===== config.mk =====
export PLATFORM = sky130hd
export DESIGN_NAME = rflp_ctrl
export DESIGN_NICKNAME = d
export VERILOG_FILES = /design/src/rtl/core/rflp_pkg.sv /design/src/rtl/core/rflp_ctrl.sv
export SDC_FILE = /design/constraint.sdc
export NUM_CORES = 1
export LEC_CHECK = 0
export ABC_AREA = 1
export BUFFER_PORTS_ARGS = -buffer_cell sky130_fd_sc_hd__buf_2
export CAP_MARGIN = 25
export CELL_PAD_IN_SITES_DETAIL_PLACEMENT = 1
export CELL_PAD_IN_SITES_GLOBAL_PLACEMENT = 2
export CORE_ASPECT_RATIO = 0.6
export CORE_UTILIZATION = 26
export CTS_BUF_LIST = sky130_fd_sc_hd__clkbuf_4 sky130_fd_sc_hd__clkbuf_8
export CTS_CLUSTER_SIZE = 28
export DETAILED_ROUTE_END_ITERATION = 6
export PLACE_DENSITY_LB_ADDON = 0.1
export SLEW_MARGIN = 20
export SYNTH_ARGS = -nofsm -noshare
export SYNTH_HDL_FRONTEND = slang
export SYNTH_SLANG_ARGS = --single-unit

===== constraint.sdc =====
create_clock -name clk_i -period 1.55 [get_ports clk_i]
set_input_delay 0.155 -clock clk_i [delete_from_list [all_inputs] [get_ports clk_i]]
set_output_delay 0.155 -clock clk_i [all_outputs]
set_load 0.02 [all_outputs]

===== src/rtl/core/rflp_pkg.sv =====
package rflp_pkg;

  // Default sizes of the task tables
  localparam int MaxResources = 8;
  localparam int MaxTasks     = 16;

  // Fixed field widths
  localparam int TimeW   = 27;
  localparam int CfgIdxW = 2;

  // Configuration register indexes
  localparam logic [CfgIdxW-1:0] REG_RESOURCE_COUNT = 2'd0;
  localparam logic [CfgIdxW-1:0] REG_CHOICE_MODE    = 2'd1;
  localparam logic [CfgIdxW-1:0] REG_HORIZON        = 2'd2;

  // Input opcodes
  localparam logic [1:0] OP_SET_TASK   = 2'd0;
  localparam logic [1:0] OP_SET_COUNT  = 2'd1;
  localparam logic [1:0] OP_DISTRIBUTE = 2'd2;

  // Result kinds
  localparam logic [1:0] KIND_FIRSTS   = 2'd0;
  localparam logic [1:0] KIND_LASTS    = 2'd1;
  localparam logic [1:0] KIND_FINISHED = 2'd2;
  localparam logic [1:0] KIND_FAILED   = 2'd3;

  // List selectors
  localparam logic [1:0] LIST_CAND  = 2'd0;
  localparam logic [1:0] LIST_UNORD = 2'd1;
  localparam logic [1:0] LIST_NONE  = 2'd2;

  // Choice modes
  localparam logic [1:0] MODE_COUNT  = 2'd0;
  localparam logic [1:0] MODE_FIRSTS = 2'd1;
  localparam logic [1:0] MODE_LASTS  = 2'd2;

  typedef struct packed {
    logic [1:0]       opcode;
    logic [2:0]       resource;
    logic [3:0]       task_req;
    logic [TimeW-1:0] earliest;
    logic [TimeW-1:0] latest;
    logic [TimeW-1:0] duration;
    logic [4:0]       count;
    logic             has_task;
  } rflp_in_t;

  typedef struct packed {
    logic [1:0] kind;
    logic [1:0] list_sel;
    logic [3:0] task_id;
    logic [2:0] resource_id;
    logic       last;
  } rflp_out_t;

  // Datapath commands
  typedef enum logic [5:0] {
    CMD_NOP,
    CMD_CAPTURE,
    CMD_WR_TASK,
    CMD_WR_COUNT,
    CMD_MARK,
    CMD_CHECK,
    CMD_SEL_SINGLE,
    CMD_SEL_INIT,
    CMD_SEL_SKIP,
    CMD_SCAN_INIT,
    CMD_READ_J,
    CMD_J_LOAD,
    CMD_J_INC,
    CMD_READ_K,
    CMD_K_LOAD,
    CMD_K_INC,
    CMD_READ_L,
    CMD_L_ACC,
    CMD_VAL_CALC,
    CMD_VAL_MIN,
    CMD_GS_CALC,
    CMD_SEL_CMP,
    CMD_BR_INIT,
    CMD_P1_ACC,
    CMD_P2_INIT,
    CMD_P2_ACC,
    CMD_DIFF,
    CMD_CHOOSE,
    CMD_EMIT_CAND,
    CMD_E_INC,
    CMD_EM_DOWN_INIT,
    CMD_E_DEC,
    CMD_EMIT_UO,
    CMD_EMIT_NONE,
    CMD_EMIT_FAIL,
    CMD_EMIT_FIN
  } dp_cmd_e;

  // Datapath status towards the controller
  typedef struct packed {
    logic [1:0] op;
    logic       cur_valid;
    logic       all_ordered;
    logic       single;
    logic       i_end;
    logic       i_done;
    logic       j_end;
    logic       k_end;
    logic       l_end;
    logic       cond_jk;
    logic       j_ordered;
    logic       fail;
    logic       e_full;
    logic       cand_bit;
    logic       e_zero;
    logic       uo_bit;
    logic       uo_is_lo;
    logic       none;
    logic       out_free;
  } rflp_status_t;

endpackage


===== src/rtl/core/rflp_ctrl.sv =====
module rflp_ctrl import rflp_pkg::*; (
  input  logic         clk_i,
  input  logic         rst_ni,
  input  logic         in_valid_i,
  output logic         in_ready_o,
  input  rflp_status_t st_i,
  output dp_cmd_e      cmd_o
);

  localparam logic [4:0] S_IDLE      = 5'd0;
  localparam logic [4:0] S_DECODE    = 5'd1;
  localparam logic [4:0] S_CHECK     = 5'd2;
  localparam logic [4:0] S_SEL_START = 5'd3;
  localparam logic [4:0] S_SEL_NEXT  = 5'd4;
  localparam logic [4:0] S_J_TEST    = 5'd5;
  localparam logic [4:0] S_J_GOT     = 5'd6;
  localparam logic [4:0] S_K_TEST    = 5'd7;
  localparam logic [4:0] S_K_GOT     = 5'd8;
  localparam logic [4:0] S_L_TEST    = 5'd9;
  localparam logic [4:0] S_L_GOT     = 5'd10;
  localparam logic [4:0] S_VAL_CMP   = 5'd11;
  localparam logic [4:0] S_SEL_CMP   = 5'd12;
  localparam logic [4:0] S_FIN       = 5'd13;
  localparam logic [4:0] S_BR_START  = 5'd14;
  localparam logic [4:0] S_P1_TEST   = 5'd15;
  localparam logic [4:0] S_P1_GOT    = 5'd16;
  localparam logic [4:0] S_P2_TEST   = 5'd17;
  localparam logic [4:0] S_P2_GOT    = 5'd18;
  localparam logic [4:0] S_DECIDE    = 5'd19;
  localparam logic [4:0] S_CHOOSE    = 5'd20;
  localparam logic [4:0] S_FAIL      = 5'd21;
  localparam logic [4:0] S_EM_CAND   = 5'd22;
  localparam logic [4:0] S_EM_UO     = 5'd23;
  localparam logic [4:0] S_EM_NONE   = 5'd24;

  logic [4:0] state_q, state_d;

  // State register
  always_ff @(posedge clk_i or negedge rst_ni) begin
    if (!rst_ni) begin
      state_q <= S_IDLE;
    end else begin
      state_q <= state_d;
    end
  end

  // Sequencing
  always_comb begin
    state_d    = state_q;
    cmd_o      = CMD_NOP;
    in_ready_o = 1'b0;
    case (state_q)
      S_IDLE: begin
        in_ready_o = 1'b1;
        if (in_valid_i) begin
          cmd_o   = CMD_CAPTURE;
          state_d = S_DECODE;
        end
      end
      S_DECODE: begin
        case (st_i.op)
          OP_SET_TASK: begin
            cmd_o   = CMD_WR_TASK;
            state_d = S_IDLE;
          end
          OP_SET_COUNT: begin
            cmd_o   = CMD_WR_COUNT;
            state_d = S_IDLE;
          end
          OP_DISTRIBUTE: begin
            if (st_i.cur_valid) begin
              cmd_o   = CMD_MARK;
              state_d = S_CHECK;
            end else begin
              state_d = S_SEL_START;
            end
          end
          default: state_d = S_IDLE;
        endcase
      end
      S_CHECK: begin
        cmd_o   = CMD_CHECK;
        state_d = st_i.all_ordered ? S_SEL_START : S_BR_START;
      end
      S_SEL_START: begin
        if (st_i.single) begin
          cmd_o   = CMD_SEL_SINGLE;
          state_d = S_BR_START;
        end else begin
          cmd_o   = CMD_SEL_INIT;
          state_d = S_SEL_NEXT;
        end
      end
      S_SEL_NEXT: begin
        if (st_i.i_end) begin
          state_d = st_i.cur_valid ? S_BR_START : S_FIN;
        end else if (st_i.i_done) begin
          cmd_o = CMD_SEL_SKIP;
        end else begin
          cmd_o   = CMD_SCAN_INIT;
          state_d = S_J_TEST;
        end
      end
      // slack scan: outer task j
      S_J_TEST: begin
        if (st_i.j_end) begin
          cmd_o   = CMD_GS_CALC;
          state_d = S_SEL_CMP;
        end else begin
          cmd_o   = CMD_READ_J;
          state_d = S_J_GOT;
        end
      end
      S_J_GOT: begin
        cmd_o   = CMD_J_LOAD;
        state_d = S_K_TEST;
      end
      // interval end task k
      S_K_TEST: begin
        if (st_i.k_end) begin
          cmd_o   = CMD_J_INC;
          state_d = S_J_TEST;
        end else begin
          cmd_o   = CMD_READ_K;
          state_d = S_K_GOT;
        end
      end
      S_K_GOT: begin
        if (st_i.cond_jk) begin
          cmd_o   = CMD_K_LOAD;
          state_d = S_L_TEST;
        end else begin
          cmd_o   = CMD_K_INC;
          state_d = S_K_TEST;
        end
      end
      // demand over tasks l inside the interval
      S_L_TEST: begin
        if (st_i.l_end) begin
          cmd_o   = CMD_VAL_CALC;
          state_d = S_VAL_CMP;
        end else begin
          cmd_o   = CMD_READ_L;
          state_d = S_L_GOT;
        end
      end
      S_L_GOT: begin
        cmd_o   = CMD_L_ACC;
        state_d = S_L_TEST;
      end
      S_VAL_CMP: begin
        cmd_o   = CMD_VAL_MIN;
        state_d = S_K_TEST;
      end
      S_SEL_CMP: begin
        cmd_o   = CMD_SEL_CMP;
        state_d = S_SEL_NEXT;
      end
      S_FIN: begin
        if (st_i.out_free) begin
          cmd_o   = CMD_EMIT_FIN;
          state_d = S_IDLE;
        end
      end
      // branching on the current resource
      S_BR_START: begin
        cmd_o   = CMD_BR_INIT;
        state_d = S_P1_TEST;
      end
      S_P1_TEST: begin
        if (st_i.j_end) begin
          cmd_o   = CMD_P2_INIT;
          state_d = S_P2_TEST;
        end else if (st_i.j_ordered) begin
          cmd_o = CMD_J_INC;
        end else begin
          cmd_o   = CMD_READ_J;
          state_d = S_P1_GOT;
        end
      end
      S_P1_GOT: begin
        cmd_o   = CMD_P1_ACC;
        state_d = S_P1_TEST;
      end
      S_P2_TEST: begin
        if (st_i.j_end) begin
          state_d = S_DECIDE;
        end else if (st_i.j_ordered) begin
          cmd_o = CMD_J_INC;
        end else begin
          cmd_o   = CMD_READ_J;
          state_d = S_P2_GOT;
        end
      end
      S_P2_GOT: begin
        cmd_o   = CMD_P2_ACC;
        state_d = S_P2_TEST;
      end
      S_DECIDE: begin
        if (st_i.fail) begin
          state_d = S_FAIL;
        end else begin
          cmd_o   = CMD_DIFF;
          state_d = S_CHOOSE;
        end
      end
      S_CHOOSE: begin
        cmd_o   = CMD_CHOOSE;
        state_d = S_EM_CAND;
      end
      S_FAIL: begin
        if (st_i.out_free) begin
          cmd_o   = CMD_EMIT_FAIL;
          state_d = S_IDLE;
        end
      end
      // candidates ascending
      S_EM_CAND: begin
        if (st_i.e_full) begin
          cmd_o   = CMD_EM_DOWN_INIT;
          state_d = st_i.none ? S_EM_NONE : S_EM_UO;
        end else if (!st_i.cand_bit) begin
          cmd_o = CMD_E_INC;
        end else if (st_i.out_free) begin
          cmd_o = CMD_EMIT_CAND;
        end
      end
      // unordered tasks descending
      S_EM_UO: begin
        if (st_i.e_zero) begin
          state_d = S_IDLE;
        end else if (!st_i.uo_bit) begin
          cmd_o = CMD_E_DEC;
        end else if (st_i.out_free) begin
          cmd_o = CMD_EMIT_UO;
          if (st_i.uo_is_lo) begin
            state_d = S_IDLE;
          end
        end
      end
      S_EM_NONE: begin
        if (st_i.out_free) begin
          cmd_o   = CMD_EMIT_NONE;
          state_d = S_IDLE;
        end
      end
      default: state_d = S_IDLE;
    endcase
  end

endmodule


==> results of run 1 <==
==> cell usage in the layout, fill, tap and decap left out, drive strengths merged <==
cell type	instances
buf	93
a21oi	5
nor2	55
inv	35
dlygate4sd3	1
dfrtp	5
clkbuf	4
nand2	75
o2111ai	1
o21ai	3
nor3	11
o211ai	3
nand3b	1
nand4	6
nand3	35
==> logic make-up after synthesis <==
group / after synthesis / share of synthesized area
AO/OA/AOI/OAI: 12 / 0.0613
AND/OR/NAND/NOR: 183 / 0.701
flip-flops: 5 / 0.102
buffers and inverters: 39 / 0.135
==> routing by layer <==
| layer | vias to the layer above | GRT usage | share of wire |
|---|---|---|---|
| met5 | - | 0 | 0 |
| li1 | 950 | - | - |
| met3 | 7 | 0.0232 | 0.073 |
| met1 | 970 | 0.415 | 0.49 |
| met2 | 108 | 0.429 | 0.43 |
| met4 | 0 | 0.0269 | 0.0063 |
==> worst reg2reg max path: cells and delay by family (launching register included) <==
| family | cells | cell delay, ns |
|---|---|---|
| buf+inv | 1 | 0.14 |
| flops | 1 | 0.48 |
| compound gates | 1 | 0.24 |
| simple gates | 6 | 0.79 |
==> what timing repair did <==
| action | CTS | global route |
|---|---|---|
| hold endpoints to repair | 5 | 0 |
| setup buffers | 8 | 3 |
| pin swaps | 15 | 6 |
| resized for setup | 34 | 28 |
| endpoints found under the setup margin | 12 | 12 |
| cloned | 0 | 0 |
| hold buffers | 1 | 0 |
==> power by group through the flow <==
| stage | sequential, mW | combinational (mW) | clock, mW |
|---|---|---|---|
| after CTS | 0.346 | 3.12 | 0.265 |
| final | 0.360 | 3.51 | 0.269 |
| after detailed placement | 0.333 | 2.76 | 0 |
| after global routing | 0.366 | 3.76 | 0.285 |
| after floorplan | 0.240 | 1.62 | 0 |
| after global placement | 0.321 | 2.75 | 0 |
==> metrics by stage <==
step | instance area, um2 | setup WS, ns | std cells
2_1_floorplan | 1220 | 0.0532 | 239
3_3_place_gp | 1830 | -0.369 | 378
3_5_place_dp | 1830 | -0.374 | 378
4_1_cts | 2050 | -0.343 | 390
5_1_grt | 2150 | -0.493 | 393
6_report | 2150 | -0.447 | 393
==> synthesized netlist by cell type <==
| master | n |
|---|---|
| a21oi_1 | 4 |
| o21ai_0 | 2 |
| o21ai_1 | 1 |
| dfrtp_1 | 5 |
| nand2_2 | 1 |
| nor3_1 | 11 |
| nand4_1 | 6 |
| nand3b_1 | 1 |
| buf_6 | 1 |
| inv_2 | 8 |
| inv_1 | 27 |
| nor2_2 | 1 |
| nor2_1 | 47 |
| a21oi_2 | 1 |
| o2111ai_1 | 1 |
| nor2_4 | 7 |
| nand3_2 | 2 |
| nand2_1 | 72 |
| nand2_4 | 2 |
| buf_4 | 3 |
| nand3_4 | 1 |
| nand3_1 | 32 |
| o211ai_1 | 3 |
==> worst paths after layout <==
path / from / end / cells after the start
min in group clk_i: st_i[11] / state_q[2]$_DFFE_PN0P_ / 7
hold reg to reg: state_q[3]$_DFFE_PN0P_ / state_q[3]$_DFFE_PN0P_ / 2
setup / recovery: state_q[4]$_DFFE_PN0P_ / cmd_o[0] / 8
hold / removal: rst_ni / state_q[4]$_DFFE_PN0P_ / 2
setup reg to reg: state_q[1]$_DFFE_PN0P_ / state_q[4]$_DFFE_PN0P_ / 8
max in group asynchronous: rst_ni / state_q[1]$_DFFE_PN0P_ / 2
==> final cells by class <==
cell class              instances  area, um2
clock buffers                   4       48.8
flip-flops and latches          5        130
multi-input cells             195       1090
fillers                       607       2150
well taps                      60       75.1
repair buffers                 94        676
inverters                      35        136
==> qor.yml, run 1 <==
clock_tree:
  clk_latency_ns: 0.23
  clk_transition_reported_paths_ns: 0.04
  htree_num_levels: 1
  cts_max_path_buffers: 2
  numCtsBuffers: 3
  cts.sinks: 5
  root_buffer: "clkbuf_8"
  tritoncts: "yes"
hold_path:
  hp-class: "in -> async"
synth:
  yosysWarnings: 0
  ys_types: 23
  yosysSeqAreaShare: 0.102
  avgSynthCellArea_um2: 5.12
  syn_area_um2: 1220
  synth_top_area_share: 0.221
  syn_inst: 239
  synth_largest_area_cell: "nand2_1"
  synth_fp_nets: 262
  ys_seq_elements: 5
  synthTopCellsByArea: "nand2_1 (22%), nor2_1 (14%), nand3_1 (13%)"
timing:
  maxSlewHeadroom: 0.767
  setup_slack_ns: -0.447
  setup_tns_ns: -3.10
  fin_hold_ws_ns: 0.304
  period_needed_ns: 2.00
  finalSetupViolCount: 12
  slew_violations: 0
  timing.fmax_mhz: 501
  hold_violations: 0
  rsz0062_at_grt: "yes"
  fin_crit_sh: 1.29
  tightest_slew_ns: 0.348
  clock_skew_ns: 0.00477
routing:
  dr.pass1.iters: 5
  vias: 2035
  post_drt_wl_per_cell_um: 18.1
  drt-initial-drc-count: 178
  drc_errors: 0
  drt-total-wl_um: 7100
  viasPerCell: 5.18
  postRouteAntennaNets: 0
run_status:
  violations: "negative setup slack"
  outcome: "finished, violations left"
global_routing:
  grt_pass1_vias: 1832
  grt_max_degree: 9
  grt_pass1_wl_um: 10000
  overflow: 0
  grt_usage: 0.273
  antenna_found_initial: 0
cells_and_area:
  layout-drive-gt1-share: 0.483
  largest_reg_flops: 5
  nets: 357
  reg.largest.list: "state_q: 5 flops"
  synthToLayoutAreaGrowth_pct: 76.1
  final_util: 0.501
  largest-register: "state_q"
  antenna_cells: 0
pwr:
  finalPower_mw: 4.14
  power_density_nw_per_um2: 1920
  ir_drop_uv: 956
  switching_power_mw: 2.25
  swShare: 0.544
  p_leak_nw: 1.21
  p_int_mw: 1.88
  comb_power_share: 0.848
  sequentialPowerShare: 0.087
  power_frac_clock: 0.065
critical_path:
  crit_chain: "inv_2 -> nand3_2 -> nor2_4 -> inv_2 -> o211ai_1 -> nor2_1 -> nand3_1 -> buf_6"
  r2r_setup_slack_ns: -0.18
  worstPathRequired_ns: 1.39
  cp_max_fo: 4
  critPathMaxStageDelay_ns: 0.43
  crit_path_start_kind: "register"
  cp_common_cell: "inv_2"
  cp_num_buf_inv: 3
  worst_setup_path_end_kind: "output pin"
  slowest_stage: "dfrtp_1"
  cp.arrival_ns: 1.84
  cp_top_family: "simple AND/OR/NAND/NOR gates"
  worstSetupPathType: "reg -> out"
floorplan:
  die-area_um2: 4990
  std_cell_rows: 18
  die_h_um: 55.1
  initial_core_util: 0.284
  die_x_um: 90.6
  io_pins: 30
  coreArea_um2: 4300
run:
  max_cap_viol_count: 0
place:
  dpl.hpwl_um: 5250
  gp_congestion: 0.929
  port-buffer-count: 29
Note: power is estimated with default switching activity, not from simulation.
==> run 2: changes to the inputs <==
--- a/config.mk
+++ b/config.mk
@@ -6,15 +6,15 @@
 export NUM_CORES = 1
 export LEC_CHECK = 0
 export ABC_AREA = 1
-export BUFFER_PORTS_ARGS = -buffer_cell sky130_fd_sc_hd__buf_2
 export CAP_MARGIN = 25
 export CELL_PAD_IN_SITES_DETAIL_PLACEMENT = 1
 export CELL_PAD_IN_SITES_GLOBAL_PLACEMENT = 2
 export CORE_ASPECT_RATIO = 0.6
-export CORE_UTILIZATION = 26
+export CORE_UTILIZATION = 31
 export CTS_BUF_LIST = sky130_fd_sc_hd__clkbuf_4 sky130_fd_sc_hd__clkbuf_8
 export CTS_CLUSTER_SIZE = 28
 export DETAILED_ROUTE_END_ITERATION = 6
+export DONT_BUFFER_PORTS = 1
 export PLACE_DENSITY_LB_ADDON = 0.1
 export SLEW_MARGIN = 20
 export SYNTH_ARGS = -nofsm -noshare
==> qor.yml, run 2 (synthesis gave the netlist of run 1 again) <==
floorplan:
  io_pins: 30  # unchanged
  coreArea_um2: 3720  # was 4300 um2
  initial_core_util: 0.329  # was 0.284
  die-area_um2: 4210  # was 4990 um2
  die_x_um: 83.1  # was 90.6 um
  die_h_um: 50.7  # was 55.1 um
  std_cell_rows: 17  # was 18
global_routing:
  grt_pass1_wl_um: 11800  # was 10,000 um
  grt_max_degree: 10  # was 9
  grt_usage: 0.373  # was 0.273
  grt_pass1_vias: 2184  # was 1,832
  antenna_found_initial: 0  # unchanged
  overflow: 0  # unchanged
clock_tree:
  cts.sinks: 5  # unchanged
  root_buffer: "clkbuf_8"  # unchanged
  clk_transition_reported_paths_ns: 0.04  # about the same
  clk_latency_ns: 0.22  # was 0.23 ns
  numCtsBuffers: 3  # unchanged
  cts_max_path_buffers: 2  # unchanged
  htree_num_levels: 1  # unchanged
  tritoncts: "yes"  # unchanged
critical_path:
  critPathMaxStageDelay_ns: 0.49  # was 0.43 ns
  cp_num_buf_inv: 2  # was 3
  worst_setup_path_end_kind: "output pin"  # unchanged
  r2r_setup_slack_ns: -0.28  # was -0.18 ns
  cp_max_fo: 6  # was 4
  cp_top_family: "flip-flops"  # was simple AND/OR/NAND/NOR gates
  cp.arrival_ns: 1.81  # was 1.84 ns
  cp_common_cell: "buf_6"  # was inv_2
  ff2ff_path_depth: 12  # was 8
  worstSetupPathType: "reg -> out"  # unchanged
  crit_chain: "buf_6 -> nor2_4 -> buf_6 -> nand3_4 -> o21ai_0 -> nor3_2 -> nand3_2"  # was inv_2 -> nand3_2 -> nor2_4 -> inv_2 -> o211ai_1 -> nor2_1 -> nand3_1 -> buf_6
  slowest_stage: "dfrtp_2"  # was dfrtp_1
  worstPathRequired_ns: 1.39  # about the same
  cp.depth: 7  # was 8
  crit_path_start_kind: "register"  # unchanged
  rr_startpoint: "state_q[1]$_DFFE_PN0P_"  # unchanged
  r2r_end: "state_q[0]$_DFFE_PN0P_"  # was state_q[4]$_DFFE_PN0P_
timing:
  period_needed_ns: 1.96  # was 2.00 ns
  slew_violations: 0  # unchanged
  finalSetupViolCount: 12  # unchanged
  rsz0062_at_grt: "yes"  # unchanged
  fin_crit_sh: 1.27  # was 1.29
  tightest_slew_ns: 0.367  # was 0.348 ns
  timing.fmax_mhz: 510  # was 501 MHz
  hold_violations: 0  # unchanged
  clock_skew_ns: 0.000575  # was 0.00477 ns
  maxSlewHeadroom: 0.753  # was 0.767
  fin_hold_ws_ns: 0.236  # was 0.304 ns
  setup_slack_ns: -0.413  # was -0.447 ns
place:
  port-buffer-count: 0  # was 29
  gp_congestion: 0.920  # was 0.929
  numPlacedInstances: 335  # was 378
  dpl.hpwl_um: 5100  # was 5250 um
cells_and_area:
  ff_latch_area_um2: 130  # unchanged
  final_cell_mix: "buf_4 (53), nand2_1 (48), nor2_1 (25)"  # was buf_4 (64), nand2_1 (63), nor2_1 (36)
  reg.largest.list: "state_q: 5 flops"  # unchanged
  final_util: 0.628  # was 0.501
  layout-drive-gt1-share: 0.587  # was 0.483
  synthToLayoutAreaGrowth_pct: 90.9  # was 76.1%
  fillers: 473  # was 607
  antenna_cells: 0  # unchanged
  layout_commonest_cell: "buf_4"  # unchanged
  finalNonFillerCells: 357  # was 393
  largest-register: "state_q"  # unchanged
  nets: 334  # was 357
  largest_reg_flops: 5  # unchanged
  multi_input_comb_area_um2: 1340  # was 1090 um2
routing:
  post_drt_wl_per_cell_um: 25.8  # was 18.1 um
  viasPerCell: 6.03  # was 5.18
  vias: 2152  # was 2,035
  dr.pass1.iters: 5  # unchanged
  postRouteAntennaNets: 0  # unchanged
  drt-total-wl_um: 9220  # was 7100 um
  drt-initial-drc-count: 188  # was 178
  drc_errors: 0  # unchanged
run:
  max_cap_viol_count: 0  # unchanged
pwr:
  power_density_nw_per_um2: 2080  # was 1920 nW/um2
  p_leak_nw: 1.21  # about the same
  ir_drop_uv: 1610  # was 956 uV
run_status:
  outcome: "finished, violations left"  # unchanged
  violations: "negative setup slack"  # unchanged
hold_path:
  hp-class: "in -> async"  # unchanged
## run 2: cell types whose count changed in the layout (fill, tap and decap cells not counted), sizes merged
cell	previous run	this run
buf	93	70
## run 2: routing by layer
| metal | part of all wire | GRT usage | vias up | wire [um] |
|---|---|---|---|---|
| met1 | 0.43 | 0.494 | 1049 | 3940 |
| met2 | 0.44 | 0.615 | 160 | 4100 |
| met3 | 0.097 | 0.0757 | 36 | 894 |
| met4 | 0.030 | 0.106 | 0 | 276 |
| met5 | 0 | 0 | - | 0 |
| li1 | - | - | 907 | - |
## run 2: metrics by stage
step / setup TNS [ns] / instance area [um2] / setup slack, ns / power, mW
6_report: -3.40 / 2340 / -0.413 / 4.86
4_1_cts: -1.36 / 2140 / -0.214 / 3.95
3_5_place_dp: -2.26 / 1660 / -0.254 / 2.98
3_3_place_gp: -1.64 / 1660 / -0.221 / 2.91
5_1_grt: -3.82 / 2340 / -0.446 / 4.97
2_1_floorplan: 0 / 1220 / 0.0532 / 1.86
## run 2: power by group
group	internal [mW]	switching (mW)
clock	0.195	0.0739
sequential	0.204	0.181
combinational	1.64	2.56
## run 2: area by class of cell
type | instances | share of cell area
multi-input combinational | 195 | 0.575
inverter | 35 | 0.0627
sequential | 5 | 0.0557
timing repair buffer | 71 | 0.260
tap | 47 | 0.0252
clock buffer | 4 | 0.0209
## run 2: worst max path at each step
stage / to / from / slack, ns
2_1_floorplan: cmd_o[0] / state_q[3]$_DFFE_PN0P_ / 0.05
3_3_place_gp: cmd_o[3] / state_q[1]$_DFFE_PN0P_ / -0.22
3_5_place_dp: cmd_o[3] / state_q[1]$_DFFE_PN0P_ / -0.25
4_1_cts: cmd_o[0] / state_q[2]$_DFFE_PN0P_ / -0.21
5_1_grt: cmd_o[4] / state_q[1]$_DFFE_PN0P_ / -0.45
6_report: cmd_o[3] / state_q[1]$_DFFE_PN0P_ / -0.41
## run 2: worst reg2reg max path: cells and delay by family (launching register included)
kind          cells  cell delay, ns
flops             1            0.49
simple gates      9            0.86
buf+inv           3            0.36
## run 2: what timing repair did
action                     CTS  global route
buffers inserted            13             8
pin swaps                   39            30
hold buffers                 1             0
setup endpoints to repair   12            12
hold endpoints to repair     5             0
resized for setup           96            40
==> run 3: changes to the inputs <==
--- a/config.mk
+++ b/config.mk
@@ -5,13 +5,13 @@
 export SDC_FILE = /design/constraint.sdc
 export NUM_CORES = 1
 export LEC_CHECK = 0
-export ABC_AREA = 1
 export CAP_MARGIN = 25
 export CELL_PAD_IN_SITES_DETAIL_PLACEMENT = 1
 export CELL_PAD_IN_SITES_GLOBAL_PLACEMENT = 2
 export CORE_ASPECT_RATIO = 0.6
-export CORE_UTILIZATION = 31
+export CORE_UTILIZATION = 35
 export CTS_BUF_LIST = sky130_fd_sc_hd__clkbuf_4 sky130_fd_sc_hd__clkbuf_8
+export CTS_CLUSTER_DIAMETER = 120
 export CTS_CLUSTER_SIZE = 28
 export DETAILED_ROUTE_END_ITERATION = 6
 export DONT_BUFFER_PORTS = 1
==> qor.yml, run 3 <==
routing:
  post_drt_wl_per_cell_um: 27.1  # was 25.8 um
  viasPerCell: 7.03  # was 6.03
  vias: 2074  # was 2,152
  drt-total-wl_um: 7980  # was 9220 um
  dr.pass1.iters: 5  # unchanged
  drt-initial-drc-count: 272  # was 188
  drc_errors: 0  # unchanged
  postRouteAntennaNets: 0  # unchanged
timing:
  setup_slack_ns: -0.515  # was -0.413 ns
  fin_crit_sh: 1.33  # was 1.27
  tightest_slew_ns: 0.497  # was 0.367 ns
  clock_skew_ns: 0.00204  # was 0.000575 ns
  maxSlewHeadroom: 0.667  # was 0.753
  setup_tns_ns: -5.44  # was -3.40 ns
  fin_hold_ws_ns: 0.211  # was 0.236 ns
  finalSetupViolCount: 12  # unchanged
  rsz0062_at_grt: "yes"  # unchanged
  slew_violations: 0  # unchanged
  timing.fmax_mhz: 484  # was 510 MHz
  hold_violations: 0  # unchanged
  period_needed_ns: 2.07  # was 1.96 ns
pwr:
  finalPower_mw: 5.49  # was 4.86 mW
  ir_drop_uv: 1280  # was 1610 uV
  power_density_nw_per_um2: 2640  # was 2080 nW/um2
  p_leak_nw: 0.871  # was 1.21 nW
clock_tree:
  numCtsBuffers: 3  # unchanged
  root_buffer: "clkbuf_8"  # unchanged
  htree_num_levels: 1  # unchanged
  tritoncts: "yes"  # unchanged
  clk_transition_reported_paths_ns: 0.04  # about the same
  clk_latency_ns: 0.23  # was 0.22 ns
  cts.sinks: 5  # unchanged
  cts_max_path_buffers: 2  # unchanged
floorplan:
  io_pins: 30  # unchanged
  die-area_um2: 4000  # was 4210 um2
  initial_core_util: 0.385  # was 0.329
  die_x_um: 80.9  # was 83.1 um
  coreArea_um2: 3400  # was 3720 um2
  die_h_um: 49.4  # was 50.7 um
  std_cell_rows: 16  # was 17
global_routing:
  grt_usage: 0.377  # was 0.373
  antenna_found_initial: 0  # unchanged
  grt_pass1_wl_um: 11100  # was 11,800 um
  overflow: 0  # unchanged
  grt_pass1_vias: 1951  # was 2,184
  grt_max_degree: 22  # was 10
cells_and_area:
  final_cell_mix: "buf_4 (48), nand2_1 (17), nor2_1 (17)"  # was buf_4 (53), nand2_1 (48), nor2_1 (25)
  largest-register: "state_q"  # unchanged
  finalNonFillerCells: 295  # was 357
  layout-drive-gt1-share: 0.424  # was 0.587
  final_design_area_no_fill_um2: 2080  # was 2340 um2
  fillers: 429  # was 473
  final_util: 0.611  # was 0.628
  largest_reg_flops: 5  # unchanged
  synthToLayoutAreaGrowth_pct: 58.9  # was 90.9%
  reg.largest.list: "state_q: 5 flops"  # unchanged
  nets: 274  # was 334
  antenna_cells: 0  # unchanged
  multi_input_comb_area_um2: 1280  # was 1340 um2
  ff_latch_area_um2: 128  # was 130 um2
  layout_commonest_cell: "buf_4"  # unchanged
synth:
  yosysSeqAreaShare: 0.0956  # was 0.102
  ys_types: 55  # was 23
  synth-main-ff-cell: "dfrtp_1"  # unchanged
  synth_edf_count: 0  # unchanged
  synth_common_cells: "o21ai_0 (20), nor2_1 (19), nand2_1 (17), clkbuf_1 (13), nor2b_1 (12)"  # was nand2_1 (72), nor2_1 (47), nand3_1 (32), inv_1 (27), nor3_1 (11)
  synth_top_area_share: 0.0956  # was 0.221
  synth_most_common_cell: "o21ai_0"  # was nand2_1
  avgSynthCellArea_um2: 6.48  # was 5.12 um2
  synth_fp_nets: 225  # was 262
  synthTopCellsByArea: "dfrtp_1 (9.6%), o21ai_0 (7.6%), nor2b_1 (5.7%)"  # was nand2_1 (22%), nor2_1 (14%), nand3_1 (13%)
  synth_largest_area_cell: "dfrtp_1"  # was nand2_1
  yosysWarnings: 0  # unchanged
  async_reset_ff_frac: 1.00  # unchanged
  syn_area_um2: 1310  # was 1220 um2
  syn_inst: 202  # was 239
  ys_seq_elements: 5  # unchanged
hold_path:
  holdPathStages: 2
  hp-class: "in -> reg"  # was in -> async
critical_path:
  worstPathRequired_ns: 1.66  # was 1.39 ns
  worstSetupPathType: "reg -> reg"  # was reg -> out
  ff2ff_path_depth: 5  # was 12
  cp_max_fo: 5  # was 6
  crit_path_start_kind: "register"  # unchanged
  cp.arrival_ns: 2.18  # was 1.81 ns
  worst_setup_path_end_kind: "register"  # was output pin
  r2r_setup_slack_ns: -0.52  # was -0.28 ns
place:
  numPlacedInstances: 279  # was 335
  dpl_worst_slack_ns: -0.454  # was -0.254 ns
  dpl.hpwl_um: 4830  # was 5100 um
  port-buffer-count: 0  # unchanged
  gp_congestion: 0.966  # was 0.920
  place_area_um2: 1700  # was 1660 um2
run_status:
  violations: "negative setup slack"  # unchanged
  outcome: "finished, violations left"  # unchanged
run:
  max_cap_viol_count: 0  # unchanged
-- run 3: cell count changes after synthesis, sizes merged, moves of 13 or more --
cell	delta
nand3	-28
nor2	-36
inv	-28
nand2	-58
clkbuf	+13
o21ai	+17
-- run 3: final timing paths --
path | start | to
max in group asynchronous | rst_ni | state_q[3]$_DFFE_PN0P_
setup / recovery | state_q[2]$_DFFE_PN0P_ | state_q[1]$_DFFE_PN0P_
min in group asynchronous | rst_ni | state_q[1]$_DFFE_PN0P_
hold / removal | st_i[14] | state_q[3]$_DFFE_PN0P_
setup reg to reg | state_q[2]$_DFFE_PN0P_ | state_q[1]$_DFFE_PN0P_
hold reg to reg | state_q[2]$_DFFE_PN0P_ | state_q[2]$_DFFE_PN0P_
-- run 3: worst max-delay path: stages, from the launching register on --
cell,delay [ns]
dfrtp_1,0.39
or4b_4,0.57
a2111o_1,0.38
o2111a_2,0.18
and3_4,0.20
a32o_1,0.22
-- run 3: logic make-up (layout without fill, tap and decap cells) --
group	Yosys count	after routing	synth area share
AND/OR/NAND/NOR	94	94	0.399
AO/OA/AOI/OAI	74	74	0.402
buffers and inverters	26	74	0.0832
flip-flops	5	5	0.0956
XOR/XNOR	2	2	0.0134
multiplexers	1	1	0.00765
-- run 3: layer usage --
metal	GRT usage	wire length (um)	vias to the layer above
li1	-	-	863
met1	0.571	3380	994
met2	0.543	3470	180
met3	0.0561	827	37
met4	0.0923	310	0
met5	0	0	-
-- run 3: power by group --
part           switching, mW  internal, mW
clock                 0.0808         0.195
combinational           2.71          2.19
sequential             0.105         0.209
-- run 3: timing repair --
action / CTS / global route
endpoints found under the hold margin: 5 / 0
setup buffers: 6 / 5
hold buffers: 1 / 0
resized for setup: 22 / 32
pin swaps: 5 / 17
setup endpoints to repair: 12 / 12
-- run 3: final cells by class --
type                            instances  area share
Clock buffer                            4      0.0235
Timing Repair Buffer                   63       0.258
Multi-Input combinational cell        171       0.616
Inverter                                7      0.0144
Tap cell                               45      0.0271
Sequential cell                         5      0.0614
